`src/sv/clt_pkg.sv`:
```
// Shared types and constants for the command line tokenizer.
// Request and result structs, operation and event codes, memory geometry.
// No dependencies.
package clt_pkg;

  // Table and line sizes; the port field widths are sized for these values.
  localparam int TOKENS_MAX = 8;
  localparam int LINE_CAP   = 32;

  localparam logic [7:0] ESC_RESET = 8'd27;

  // Ring position within the token table.
  localparam int TIX_W = (TOKENS_MAX > 1) ? $clog2(TOKENS_MAX) : 1;
  // Token count, 0..TOKENS_MAX.
  localparam int CNT_W = $clog2(TOKENS_MAX + 1);
  // Physical slot, 0..TOKENS_MAX (one spare slot holds the line being typed).
  localparam int PHY_W = $clog2(TOKENS_MAX + 1);
  // Line length and character position, 0..LINE_CAP-1.
  localparam int LEN_W = $clog2(LINE_CAP);

  localparam int CHR_DEPTH = (TOKENS_MAX + 1) << LEN_W;
  localparam int TBL_DEPTH = TOKENS_MAX;

  localparam logic [1:0] OP_ADD  = 2'd0;
  localparam logic [1:0] OP_EAT  = 2'd1;
  localparam logic [1:0] OP_READ = 2'd2;

  localparam logic [2:0] EV_NONE     = 3'd0;
  localparam logic [2:0] EV_APPEND   = 3'd1;
  localparam logic [2:0] EV_COMMIT   = 3'd2;
  localparam logic [2:0] EV_ESCAPE   = 3'd3;
  localparam logic [2:0] EV_OVERFLOW = 3'd4;

  typedef struct packed {
    logic [1:0] operation;
    logic [7:0] char_in;
    logic [3:0] eat_count;
    logic [2:0] token_index;
    logic [4:0] char_position;
  } clt_in_t;

  typedef struct packed {
    logic [2:0] event_res;
    logic [7:0] echo_char;
    logic [3:0] token_count;
    logic [7:0] read_char;
    logic       read_valid;
  } clt_out_t;

  // One entry of the slot table: where a token lives and how long it is.
  typedef struct packed {
    logic [PHY_W-1:0] phys;
    logic [LEN_W-1:0] len;
  } clt_slot_t;

endpackage

```
`src/sv/clt_ram.sv`:
```
// Generic single-port-write, single-port-read RAM with registered read data.
// No dependencies.
module clt_ram #(
  parameter int WIDTH = 8,
  parameter int DEPTH = 16,
  localparam int AW = (DEPTH > 1) ? $clog2(DEPTH) : 1
) (
  input  logic             clk,
  input  logic             we,
  input  logic [AW-1:0]    waddr,
  input  logic [WIDTH-1:0] wdata,
  input  logic             re,
  input  logic [AW-1:0]    raddr,
  output logic [WIDTH-1:0] rdata
);

  logic [WIDTH-1:0] mem [DEPTH];

  always_ff @(posedge clk) begin
    if (we) begin
      mem[waddr] <= wdata;
    end
    if (re) begin
      rdata <= mem[raddr];
    end
  end

endmodule

```
`src/sv/command_line_tokenizer.sv`:
```
// Command line tokenizer top level: request sequencer, slot renaming, output register.
// Depends on clt_pkg and clt_ram.
//
// Takes one request at a time and returns exactly one result per request.
// A request is accepted in ST_IDLE and runs through ST_EXEC to ST_OUT; the
// block is ready again once ST_OUT has handed its result over. Appending a
// character, whitespace on an empty line, escape, eat, the unused code and
// reads with an index beyond the count go from ST_EXEC straight to ST_OUT;
// a token commit and a read past the end of its token also pass ST_TBL; a
// read that fetches a character passes ST_TBL and then ST_CHR. These extra
// steps come from the two synchronous memories, each with registered
// read data: a commit reads then writes the slot table, a
// read walks the slot table and then the character memory. The character
// memory has TOKENS_MAX+1 rows of 2**LEN_W bytes; the spare row holds the
// line being typed. A commit does not copy any characters: the line's row
// is swapped into the slot table at the new token's ring position, and the
// row it displaces (free or just dropped) becomes the new line buffer. The
// slot table starts out as the identity map through per-entry valid bits,
// so there is no clearing pass after reset. Escape and overflow clear only
// the counters and pointers. The result waits in an output register, so a
// slow consumer stalls the sequencer only at its final step. The
// configuration port is always ready; the escape character should be
// written only while the block is idle.
module command_line_tokenizer (
  input  logic              clk,
  input  logic              rst_n,
  input  logic              in_valid,
  output logic              in_ready,
  input  clt_pkg::clt_in_t  in_data,
  output logic              out_valid,
  input  logic              out_ready,
  output clt_pkg::clt_out_t out_data,
  input  logic              cfg_valid,
  output logic              cfg_ready,
  input  logic [7:0]        cfg_data
);

  import clt_pkg::*;

  localparam int CHR_AW = PHY_W + LEN_W;

  // Sequencer states
  localparam logic [2:0] ST_IDLE = 3'd0;  // waiting for a request
  localparam logic [2:0] ST_EXEC = 3'd1;  // decode, simple updates, issue reads
  localparam logic [2:0] ST_TBL  = 3'd2;  // slot table data back
  localparam logic [2:0] ST_CHR  = 3'd3;  // character data back
  localparam logic [2:0] ST_OUT  = 3'd4;  // hand result to output register

  logic [2:0]        state_r, state_nxt;
  clt_in_t           item_r, item_nxt;
  logic [7:0]        esc_r, esc_nxt;
  logic [TIX_W-1:0]  oldest_r, oldest_nxt;
  logic [CNT_W-1:0]  count_r, count_nxt;
  logic [LEN_W-1:0]  line_len_r, line_len_nxt;
  logic [PHY_W-1:0]  line_slot_r, line_slot_nxt;
  logic [TOKENS_MAX-1:0] tbl_vld_r, tbl_vld_nxt;
  logic [TIX_W-1:0]  pos_r, pos_nxt;
  clt_out_t          res_r, res_nxt;
  logic              out_valid_r, out_valid_nxt;
  clt_out_t          out_data_r, out_data_nxt;

  // Memory ports
  logic              tbl_we, tbl_re;
  clt_slot_t         tbl_wdata, tbl_rdata;
  logic [TIX_W-1:0]  tbl_raddr;
  logic              chr_we, chr_re;
  logic [CHR_AW-1:0] chr_waddr, chr_raddr;
  logic [7:0]        chr_wdata, chr_rdata;

  // Decode helpers
  logic [7:0]        ch_uc;
  logic              is_ws;
  logic              full;
  logic [CNT_W-1:0]  eat_n;
  clt_slot_t         entry;

  // Ring addition with a single wrap: base < TOKENS_MAX, step <= TOKENS_MAX.
  function automatic logic [TIX_W-1:0] ring_add(input logic [TIX_W-1:0] base,
                                                input logic [CNT_W-1:0] step);
    logic [CNT_W:0] sum;
    sum = (CNT_W+1)'(base) + (CNT_W+1)'(step);
    if (sum >= (CNT_W+1)'(TOKENS_MAX)) begin
      sum = sum - (CNT_W+1)'(TOKENS_MAX);
    end
    return TIX_W'(sum);
  endfunction

  assign in_ready  = (state_r == ST_IDLE);
  assign cfg_ready = 1'b1;
  assign out_valid = out_valid_r;
  assign out_data  = out_data_r;

  // Only ASCII a..z are uppercased; whitespace is space and TAB..CR.
  assign ch_uc = (item_r.char_in inside {[8'h61:8'h7a]}) ?
                 (item_r.char_in - 8'h20) : item_r.char_in;
  assign is_ws = item_r.char_in inside {8'h20, [8'h09:8'h0d]};
  assign full  = (count_r == CNT_W'(TOKENS_MAX));
  assign eat_n = (CNT_W'(item_r.eat_count) > count_r) ? count_r : CNT_W'(item_r.eat_count);

  // Never-written table entries read as the identity map with zero length.
  assign entry = tbl_vld_r[pos_r] ? tbl_rdata :
                 clt_slot_t'{phys: PHY_W'(pos_r), len: '0};

  always_comb begin
    state_nxt     = state_r;
    item_nxt      = item_r;
    esc_nxt       = esc_r;
    oldest_nxt    = oldest_r;
    count_nxt     = count_r;
    line_len_nxt  = line_len_r;
    line_slot_nxt = line_slot_r;
    tbl_vld_nxt   = tbl_vld_r;
    pos_nxt       = pos_r;
    res_nxt       = res_r;
    out_valid_nxt = out_valid_r;
    out_data_nxt  = out_data_r;

    tbl_we    = 1'b0;
    tbl_re    = 1'b0;
    tbl_wdata = '{phys: line_slot_r, len: line_len_r};
    chr_we    = 1'b0;
    chr_re    = 1'b0;
    chr_waddr = {line_slot_r, line_len_r};
    chr_wdata = ch_uc;
    chr_raddr = {entry.phys, LEN_W'(item_r.char_position)};

    if (cfg_valid) begin
      esc_nxt = cfg_data;
    end

    if (out_valid_r && out_ready) begin
      out_valid_nxt = 1'b0;
    end

    case (state_r)
      ST_IDLE: begin
        if (in_valid) begin
          item_nxt  = in_data;
          res_nxt   = '0;
          state_nxt = ST_EXEC;
        end
      end

      ST_EXEC: begin
        state_nxt = ST_OUT;
        case (item_r.operation)
          OP_ADD: begin
            if (item_r.char_in == esc_r) begin
              count_nxt         = '0;
              oldest_nxt        = '0;
              line_len_nxt      = '0;
              res_nxt.event_res = EV_ESCAPE;
            end else if (is_ws) begin
              if (line_len_r != '0) begin
                // Full table: drop oldest, new token takes its ring place.
                if (full) begin
                  pos_nxt    = oldest_r;
                  oldest_nxt = ring_add(oldest_r, CNT_W'(1));
                end else begin
                  pos_nxt   = ring_add(oldest_r, count_r);
                  count_nxt = count_r + CNT_W'(1);
                end
                tbl_re            = 1'b1;
                res_nxt.event_res = EV_COMMIT;
                state_nxt         = ST_TBL;
              end
            end else begin
              chr_we            = 1'b1;
              res_nxt.echo_char = ch_uc;
              if (line_len_r == LEN_W'(LINE_CAP - 1)) begin
                count_nxt         = '0;
                oldest_nxt        = '0;
                line_len_nxt      = '0;
                res_nxt.event_res = EV_OVERFLOW;
              end else begin
                line_len_nxt      = line_len_r + LEN_W'(1);
                res_nxt.event_res = EV_APPEND;
              end
            end
          end
          OP_EAT: begin
            oldest_nxt = ring_add(oldest_r, eat_n);
            count_nxt  = count_r - eat_n;
          end
          OP_READ: begin
            if (CNT_W'(item_r.token_index) < count_r) begin
              pos_nxt            = ring_add(oldest_r, CNT_W'(item_r.token_index));
              tbl_re             = 1'b1;
              res_nxt.read_valid = 1'b1;
              state_nxt          = ST_TBL;
            end
          end
          default: begin
          end
        endcase
      end

      ST_TBL: begin
        if (item_r.operation == OP_READ) begin
          if (LEN_W'(item_r.char_position) < entry.len) begin
            chr_re    = 1'b1;
            state_nxt = ST_CHR;
          end else begin
            state_nxt = ST_OUT;
          end
        end else begin
          // Commit: swap the line row into the table, take the displaced row.
          tbl_we               = 1'b1;
          tbl_vld_nxt[pos_r]   = 1'b1;
          line_slot_nxt        = entry.phys;
          line_len_nxt         = '0;
          state_nxt            = ST_OUT;
        end
      end

      ST_CHR: begin
        res_nxt.read_char = chr_rdata;
        state_nxt         = ST_OUT;
      end

      ST_OUT: begin
        if (!out_valid_r || out_ready) begin
          out_valid_nxt            = 1'b1;
          out_data_nxt             = res_r;
          out_data_nxt.token_count = 4'(count_r);
          state_nxt                = ST_IDLE;
        end
      end

      default: begin
        state_nxt = ST_IDLE;
      end
    endcase

    // Slot table is read at the ring position chosen above.
    tbl_raddr = pos_nxt;
  end

  always_ff @(posedge clk) begin
    if (!rst_n) begin
      state_r     <= ST_IDLE;
      esc_r       <= ESC_RESET;
      oldest_r    <= '0;
      count_r     <= '0;
      line_len_r  <= '0;
      line_slot_r <= PHY_W'(TOKENS_MAX);
      tbl_vld_r   <= '0;
      out_valid_r <= 1'b0;
    end else begin
      state_r     <= state_nxt;
      esc_r       <= esc_nxt;
      oldest_r    <= oldest_nxt;
      count_r     <= count_nxt;
      line_len_r  <= line_len_nxt;
      line_slot_r <= line_slot_nxt;
      tbl_vld_r   <= tbl_vld_nxt;
      out_valid_r <= out_valid_nxt;
    end
  end

  always_ff @(posedge clk) begin
    item_r     <= item_nxt;
    pos_r      <= pos_nxt;
    res_r      <= res_nxt;
    out_data_r <= out_data_nxt;
  end

  // Slot table: ring position -> physical row and token length
  clt_ram #(
    .WIDTH ($bits(clt_slot_t)),
    .DEPTH (TBL_DEPTH)
  ) u_tbl_ram (
    .clk   (clk),
    .we    (tbl_we),
    .waddr (pos_r),
    .wdata (tbl_wdata),
    .re    (tbl_re),
    .raddr (tbl_raddr),
    .rdata (tbl_rdata)
  );

  // Character rows, one per physical slot
  clt_ram #(
    .WIDTH (8),
    .DEPTH (CHR_DEPTH)
  ) u_chr_ram (
    .clk   (clk),
    .we    (chr_we),
    .waddr (chr_waddr),
    .wdata (chr_wdata),
    .re    (chr_re),
    .raddr (chr_raddr),
    .rdata (chr_rdata)
  );

`ifndef ASSERT_OFF
  a_count_bound: assert property (@(posedge clk) disable iff (!rst_n)
    count_r <= CNT_W'(TOKENS_MAX))
    else $error("token count above table size");

  a_line_slot_bound: assert property (@(posedge clk) disable iff (!rst_n)
    line_slot_r <= PHY_W'(TOKENS_MAX))
    else $error("line buffer row out of range");

  a_mem_no_overlap: assert property (@(posedge clk) disable iff (!rst_n)
    !(tbl_we && tbl_re) && !(chr_we && chr_re))
    else $error("read and write of one memory in the same cycle");

  a_result_from_out: assert property (@(posedge clk) disable iff (!rst_n)
    $rose(out_valid_r) |-> $past(state_r == ST_OUT))
    else $error("result presented outside the hand-over step");

  a_commit_count: assert property (@(posedge clk) disable iff (!rst_n)
    out_valid_r && out_data_r.event_res == EV_COMMIT |-> out_data_r.token_count != 4'd0)
    else $error("commit reported with an empty table");
`endif

endmodule
```
`config.mk`:
```
export PLATFORM = sky130hd
export DESIGN_NAME = command_line_tokenizer
export DESIGN_NICKNAME = d
export VERILOG_FILES = /design/src/sv/clt_pkg.sv /design/src/sv/clt_ram.sv /design/src/sv/command_line_tokenizer.sv
export SDC_FILE = /design/constraint.sdc
export NUM_CORES = 2
export LEC_CHECK = 0
export BUFFER_PORTS_ARGS = -buffer_cell sky130_fd_sc_hd__clkbuf_2
export CAP_MARGIN = 0
export CORE_MARGIN = 1.5
export CORE_UTILIZATION = 53
export CTS_CLUSTER_DIAMETER = 40
export DETAILED_ROUTE_END_ITERATION = 16
export PLACE_DENSITY_LB_ADDON = 0.12
export SYNTH_ARGS = -nofsm -noshare
export SYNTH_HDL_FRONTEND = slang
export SYNTH_HIERARCHICAL = 1
export SYNTH_SLANG_ARGS = --single-unit
```
`constraint.sdc`:
```
create_clock -name clk -period 12.9 [get_ports clk]
set_clock_uncertainty 0.15 [all_clocks]
set_input_delay 0.645 -clock clk [delete_from_list [all_inputs] [get_ports clk]]
set_output_delay 0.645 -clock clk [all_outputs]
set_load 0.01 [all_outputs]
```
==> flow_metrics.env <==
export IMPL_dp_hpwl_um=156000
export IMPL_fmax_mhz=165
export IMPL_p_clk_frac=0.475
export IMPL_grt_max_degree=205
export IMPL_grt_use_total=0.284
export IMPL_routed_wl_um=265000
export IMPL_cts_tree="built"
export IMPL_max_cap_violations=0
export IMPL_ir_drop_mv=0.109
export IMPL_die_area_um2=188000
export IMPL_die_h_um=434
export IMPL_rrSetupSlack_ns=6.82
export IMPL_reg2reg_depth=9
export IMPL_critPathLaunch="item_r[12]"
export IMPL_root_buffer="clkbuf_16"
export IMPL_routed_via_density=6.44
export IMPL_tightest_slew_ns=1.32
export IMPL_grt_pass1_wl_um=375000
export IMPL_yosysWarnings=6
export IMPL_finalNonFillerCells=7844
export IMPL_drtPass1Iterations=5
export IMPL_layout_commonest_cell="edfxtp_1"
export IMPL_gp_congestion=0.859
export IMPL_min_from="rst_n"
export IMPL_drtAntennaViolNets=0
export IMPL_cts_resized=0
export IMPL_status="complete, no violations"
export IMPL_fp_coreArea_um2=184000
export IMPL_period_share=0.471
export IMPL_synthSimpleGateAreaFrac=0.0369
export IMPL_synthAdderAreaFrac=0.00387
export IMPL_synthCells=4859
export IMPL_synth_cell_types=93
export IMPL_setup_viol=0
export IMPL_min_period_ns=6.08
export IMPL_syn_nets=4922
export IMPL_num_io_pins=62
export IMPL_synth_edf_count=2459
export IMPL_netlist_area_um2=98400
export IMPL_syn_area_per_cell_um2=20.3
export IMPL_final_cell_mix="edfxtp_1 (2459), mux4_2 (525), nor2_1 (363)"
export IMPL_cp_max_fo=84
export IMPL_drv_slew=0
export IMPL_rsz0062_at_grt="false"
export IMPL_worstSetupStartpointType="flip-flop"
export IMPL_power_density_nw_per_um2=172
export IMPL_post_drt_wl_per_cell_um=33.8
export IMPL_p_int_uw=15000
export IMPL_slew_limit_headroom=0.111
export IMPL_drive_gt1_frac=0.242
export IMPL_initial_core_util=0.535
export IMPL_die_w_um=434
export IMPL_tns_ns=0
export IMPL_rr_endpoint="u_chr_ram/mem[209][7]"
export IMPL_hold_path_depth=2
export IMPL_endpoint_kind="flip-flop"
export IMPL_cp_required_ns=13.34
export IMPL_placed_cells=7205
export IMPL_port_buffers=60
export IMPL_finalHoldViolations=0
export IMPL_p_comb_frac=0.059
export IMPL_fp_row_count=157
export IMPL_clockBufferDepth=4
export IMPL_r2r_start="item_r[12]"
export IMPL_drt_iter0_drc=6036
export IMPL_stdcell_area_um2=113000
export IMPL_grt_overflow=0
export IMPL_leakagePower_uw=0.0359
export IMPL_cts_sinks=2498
export IMPL_hold_path_class="input port to flip-flop"
export IMPL_synthMuxAreaShare=0.152
export IMPL_hold_path_end="esc_r[3]"
export IMPL_htree_levels=5
export IMPL_num_vias=50500
export IMPL_clkLatencyLatePin_ns=0.93
export IMPL_clkTransAtPathRegs_ns=0.05
export IMPL_post_cts_setup_buffer_count=0
export IMPL_ys_flop_type="edfxtp_1"
export IMPL_seq_area_frac_synth=0.758
export IMPL_synthArstFlopShare=0
export IMPL_p_switching_uw=4340
export IMPL_area_delta_synth_final_pct=14.4
export IMPL_antenna_found_initial=8
export IMPL_synth_xor_area_frac=0.00169
export IMPL_path_class="flip-flop to flip-flop"
export IMPL_synth_top_family_by_area="multiplexers"
export IMPL_grt_pass1_vias=50100
export IMPL_share_seq_of_total_power=0.466
export IMPL_nets=5181
export IMPL_synth_compound_area_frac=0.0282
export IMPL_crit_arrival_ns=6.52
export IMPL_drc_errors=0
export IMPL_cts_buffers=343
export IMPL_synth_seq_cells=2498
export IMPL_p_sw_frac=0.225
export IMPL_placed_cell_area_um2=101000
critical path: stages, from the launching register on:
cell,delay [ns]
edfxtp_1,0.33
buf_4,0.60
buf_4,0.74
or3_4,0.28
or3_1,0.10
o21ai_0,0.07
nor4_1,0.90
a21o_4,0.74
buf_4,0.73
buf_4,0.80
through the flow:
| stage | power [µW] | hold WS, ns | setup WS, ns | utilization |
|---|---|---|---|---|
| after floorplan | 9890 | 0.250 | 0.253 | - |
| after global placement | 10300 | 0.251 | 6.81 | 0.550 |
| after detailed placement | 10300 | 0.255 | 6.69 | 0.550 |
| after CTS | 19400 | 0.0284 | 6.64 | 0.612 |
| after global routing | 19800 | 0.0729 | 6.42 | 0.612 |
| final | 19300 | 0.0667 | 6.82 | 0.612 |
cell families (layout without fill, tap and decap cells):
logic type      count (synthesis)  count (layout)
fa+ha+maj                      28              28
xor+xnor                       19              19
simple gates                  809             809
other cells                     1               3
mux                           799             799
buf+inv                       310             829
flops                        2498            2498
compound gates                395             395
synth_stat cells, types with 31 or more instances:
| library cell | n | share of area |
|---|---|---|
| edfxtp_1 | 2459 | 0.75 |
| mux4_2 | 525 | 0.12 |
| nor2_1 | 365 | 0.014 |
| mux2i_1 | 219 | 0.022 |
| nand2_1 | 190 | 0.0072 |
| clkbuf_1 | 103 | 0.0039 |
| a21oi_1 | 78 | 0.0040 |
| buf_2 | 68 | 0.0035 |
| o22ai_1 | 68 | 0.0043 |
| nor3_1 | 57 | 0.0029 |
| nand3_1 | 53 | 0.0027 |
| o221ai_1 | 49 | 0.0044 |
| buf_4 | 46 | 0.0035 |
| dfxtp_1 | 39 | 0.0079 |
| buf_6 | 37 | 0.0042 |
| o21ai_0 | 37 | 0.0019 |
| mux2_2 | 31 | 0.0035 |
sequential cells by signal, indices dropped and copies added, names as in the netlist, 9 cells and up:
name             flops
res_r               20
out_data            24
u_chr_ram/mem     2304
u_tbl_ram/mem       72
u_tbl_ram/rdata      9
item_r              17
layer usage:
layer  wire length, µm  GRT usage  up-vias
met4              9410     0.0976        0
li1                  -          -    20700
met2            125000      0.443     2559
met1            105000      0.399    26800
met5                 0          0        -
met3             24800     0.0629      512
area by class of cell:
class,instances,area (µm²)
clock buffers,382,8880
inverters,29,121
multi-input cells,2051,22100
diodes,2,5.00
flip-flops and latches,2498,74600
clock inverters,223,2290
well taps,2464,3080
repair buffers,195,1490
fillers,13000,71300
power groups by stage:
stage	Combinational (µW)	Sequential [µW]	Clock, µW
5_1_grt	1180	9000	9620
3_3_place_gp	1110	9170	0
3_5_place_dp	1120	9170	0
4_1_cts	1130	9000	9300
6_report	1130	9000	9170
2_1_floorplan	653	9240	0
worst max-delay path by stage:
stage	to
6_report	u_chr_ram/mem[209][7]
4_1_cts	u_chr_ram/mem[195][7]
5_1_grt	u_chr_ram/mem[213][7]
3_5_place_dp	u_chr_ram/mem[194][7]
3_3_place_gp	u_chr_ram/mem[210][7]
2_1_floorplan	u_chr_ram/mem[0][5]
what timing repair did:
item / in CTS / in global routing
hold endpoints to repair: 32 / 0
endpoints found under the setup margin: 0 / 0
hold buffers: 32 / 0
Note: power is estimated with default switching activity, not from simulation.
